===== config.mk =====
export PLATFORM = sky130hd
export DESIGN_NAME = icfrp_ram
export DESIGN_NICKNAME = d
export VERILOG_FILES = /design/src/rtl/icfrp_ram.sv
export SDC_FILE = /design/constraint.sdc
export NUM_CORES = 1
export LEC_CHECK = 0
export BUFFER_PORTS_ARGS = -buffer_cell sky130_fd_sc_hd__clkbuf_2
export CORE_MARGIN = 3
export CORE_UTILIZATION = 45
export CTS_CLUSTER_DIAMETER = 200
export DETAILED_ROUTE_END_ITERATION = 16
export HOLD_SLACK_MARGIN = 0.05
export SLEW_MARGIN = 40
export SYNTH_ARGS = -nofsm -noshare
export SYNTH_HDL_FRONTEND = slang
export SYNTH_SLANG_ARGS = --single-unit

===== constraint.sdc =====
create_clock -name clk -period 3.85 [get_ports clk]
set_input_delay 0.5775 -clock clk [delete_from_list [all_inputs] [get_ports clk]]
set_output_delay 0.5775 -clock clk [all_outputs]
set_load 0.02 [all_outputs]

===== src/rtl/icfrp_ram.sv =====
// ----------------------------------------------------------------------------
// icfrp_ram: generic single-port-write RAM
// One write port, one read port, registered read data.
// ----------------------------------------------------------------------------
module icfrp_ram #(
  parameter int unsigned WIDTH = 8,
  parameter int unsigned DEPTH = 64
) (
  input  logic                     clk,
  input  logic                     we,
  input  logic [$clog2(DEPTH)-1:0] waddr,
  input  logic [WIDTH-1:0]         wdata,
  input  logic [$clog2(DEPTH)-1:0] raddr,
  output logic [WIDTH-1:0]         rdata
);

  logic [WIDTH-1:0] mem [DEPTH];

  always_ff @(posedge clk) begin
    if (we) begin
      mem[waddr] <= wdata;
    end
    rdata <= mem[raddr];
  end

endmodule


Yosys cells after proc, flatten, opt, wreduce, memory -nomap -nowiden
Memories as Yosys holds them, arrays and structs flattened. A register that Yosys moved wholly into a read port is not among the register bits.
Index checks and enable logic that the tools add are counted.
Widths: inputs -> output; s select.
- flip-flop bits (word level): 0
- input bits: 22
- memories: 1
- bits in writable memories: 512
- word-level logic and storage cells: 3
- multiplexer cells: 2
- memories (name ; depth ; width ; read ports ; clocked after memory_dff ; wr ports ; RTL line ; RTL):
    mem ; 64 ; 8 ; 1 ; 1 ; 1 ; 17 ; logic [WIDTH-1:0] mem [DEPTH];
- operator list (operator ; number):
    $mux 1 ; 2

Longest topological paths before layout
- word-level depth: 2
- gate-level depth with buffers: 9

Worst setup path before layout
Ideal clock, no wire load.
- path kind: input to register
- start: in raddr[1]
- end: reg rdata[3] (read register of mem)
- data arrival time: 2.117 ns
- path slack: 1.605 ns
- stages on the path: 7
- library setup time: 0.128 ns
- cell sequence: buf_4 > buf_2 > buf_2 > mux4_2 > mux4_2 > o21ai_1 > o41ai_1
- RTL lines (item ; RTL line ; RTL):
    start: declaration ; 13 ; input logic [$clog2(DEPTH)-1:0] raddr,
    end: declaration ; 14 ; output logic [WIDTH-1:0] rdata

==> metrics <==
status complete, no violations; CP Data Required Time 4310 ps; ys flop type edfxtp_1; Cell variety after synth 40; final std cells w/o fill ~1700; setup_tns 0 ps; total CTS buffers 53; Max stage delay cell, worst path a2111oi_1; CP arrival 2910 ps; largest net degree at the start of global routing 65; Critical Path Max Stage Delay between 700 and 800 ps; Synth Register Bits 520; share of layout cells above drive strength 1 0.310; ANT nets after route 0; Skew-Pair Late Insertion Delay around 590 ps; post-synthesis async set-or-reset flop share 0; VDD IR max around 0.32 mV; post-cts resize count 0; Starting Density 0.462; Leak just over 0.007 uW; die height between 200 and 250 um; core box area about 0.044 mm^2; commonest non-fill, non-tap cell in the layout edfxtp_1; Rel. slew slack 0.451; delay-heaviest family, CP buffers and inverters; Layout fillers 3365; Initial DRC Count a little over 1000; CP startpoint kind primary input; TritonCTS clock tree done; Final Hold Fails 0; Remaining DRCs 0; total global-route track usage 0.199; vias per cell ~5.8; worst setup path category in2reg; pwr/cell area just over 500 mW/mm^2; Cell Chain, Critical Path buf_4 -> buf_12 -> buf_4 -> mux4_2 -> nor2b_1 -> a2111oi_1 -> o41ai_1; Syn Nets between 900 and 1000; post-CTS setup buffers 0; GPL Wtd Cong 0.801; Final setup viols 0; Worst-Margin Slew ~800 ps; commonest cells after routing, fill and taps aside 512 x edfxtp_1, 126 x mux4_2, 60 x buf_4; cell area after synthesis 0.0202 mm^2; sequential power share 0.530; Ys Warns 0; Multi-input gate area 0.00440 mm^2; Max Fclk approximately 410 MHz; Clock transition at path regs 60 ps; vias in the first global route 9871; GRT Residual Overflow 0; crit-path max FO 40; Worst Slack Setup Final around 1400 ps; H-tree depth 2; WL/cell 27.6 um; input/output buffers 29; Die X approximately 220 um; hold_buf cts 0; final slew viol count 0; # rows 76; dpl hpwl roughly 29000 um; Final nets approximately 1100; first-pass GRT wire length between 60000 and 70000 um; Internal Power ~9400 uW; initial antenna violation count 2; Max-Cap Viols 0; routed vias slightly below 10000; Die Area roughly 0.047 mm^2; switch share 0.208; Num Clock Sinks 520; post-route cell area 0.0230 mm^2; cell count after synthesis 940; mean post-synth cell area between 20 and 25 um^2; Most Frequent Cell on Critical Path buf_4; drt total wl 45800 um; placed cell area 0.0213 mm^2; antenna diode count 0; placed cells about 1600; clock root buffer clkbuf_16; class of the tightest hold or removal check in2reg; clock network fraction of design power 0.418; NetSw around 2500 uW; io pins 30; Area Growth Syn to Fin 14.2%; WP buf/inv 3; final period utilization 0.637; Comb pwr share 0.051; Final min period approximately 2500 ps; post-synthesis sequential area ratio 0.770; RSZ-0062 raised after global routing false; worst slack, placed 710 ps; clk_skew 15.2 ps; Post-synth EDFFs approximately 500; Max clock buf depth 3; register area ~0.016 mm^2; CP Capture Type flip-flop; drt pass-1 iters 5; worst hold slack approximately 480 ps
power by group through the flow:
stage / Combinational, uW / Clock, uW / Sequential (uW)
3_5_place_dp: 613 / 0 / 6410
4_1_cts: 614 / 5060 / 6290
6_report: 609 / 4960 / 6290
2_1_floorplan: 334 / 0 / 6410
5_1_grt: 653 / 5300 / 6290
3_3_place_gp: 604 / 0 / 6410
cell families after synthesis:
kind of cell	after synthesis	synth area share
multiplexers	162	0.159
buffers and inverters	51	0.0157
flip-flops	520	0.770
AO/OA/AOI/OAI	54	0.0207
AND/OR/NAND/NOR	153	0.0339
metal layers:
layer,vias to the layer above,GRT usage,routed length [um]
met2,350,0.307,21900
met3,60,0.0368,3040
met5,-,0,28
li1,4121,-,-
met4,4,0.0598,983
met1,5086,0.293,19900
flip-flops by register name (all words and copies together) (netlist names):
register	count
mem	512
rdata	8
metrics by stage:
step | util | power (uW)
6_report | 0.528 | 11900
5_1_grt | 0.528 | 12200
4_1_cts | 0.526 | 12000
3_5_place_dp | 0.488 | 7020
3_3_place_gp | 0.487 | 7010
2_1_floorplan | - | 6740
worst paths after layout:
path,start,end,slack [ps],cells after the start
setup / recovery,raddr[1],rdata[3],1400,7
hold / removal,wdata[7],mem[49][7],480,1
setup reg to reg,mem[21][6],rdata[6],1840,5
hold reg to reg,mem[22][1],rdata[1],820,4
cell type report:
class                      count  share of cell area
clock inverter                23             0.00913
tap                          585              0.0318
clock buffer                  73              0.0631
timing repair buffer          91              0.0303
sequential                   520               0.675
multi-input combinational    369               0.191
cells in the mapped netlist (8+ instances only):
library cell | n | area [um^2]
mux2i_1 | 23 | 230
buf_2 | 11 | 55.1
o22ai_1 | 8 | 50.1
edfxtp_1 | 512 | 15400
buf_4 | 13 | 97.6
nand2_1 | 19 | 71.3
clkbuf_1 | 17 | 63.8
nand3_1 | 13 | 65.1
o221ai_1 | 8 | 70.1
dfxtp_1 | 8 | 160
mux4_2 | 126 | 2840
nor2b_1 | 14 | 87.6
nor2_1 | 83 | 312
mux2_2 | 13 | 146
No activity file was read; power rests on OpenSTA's default activity.
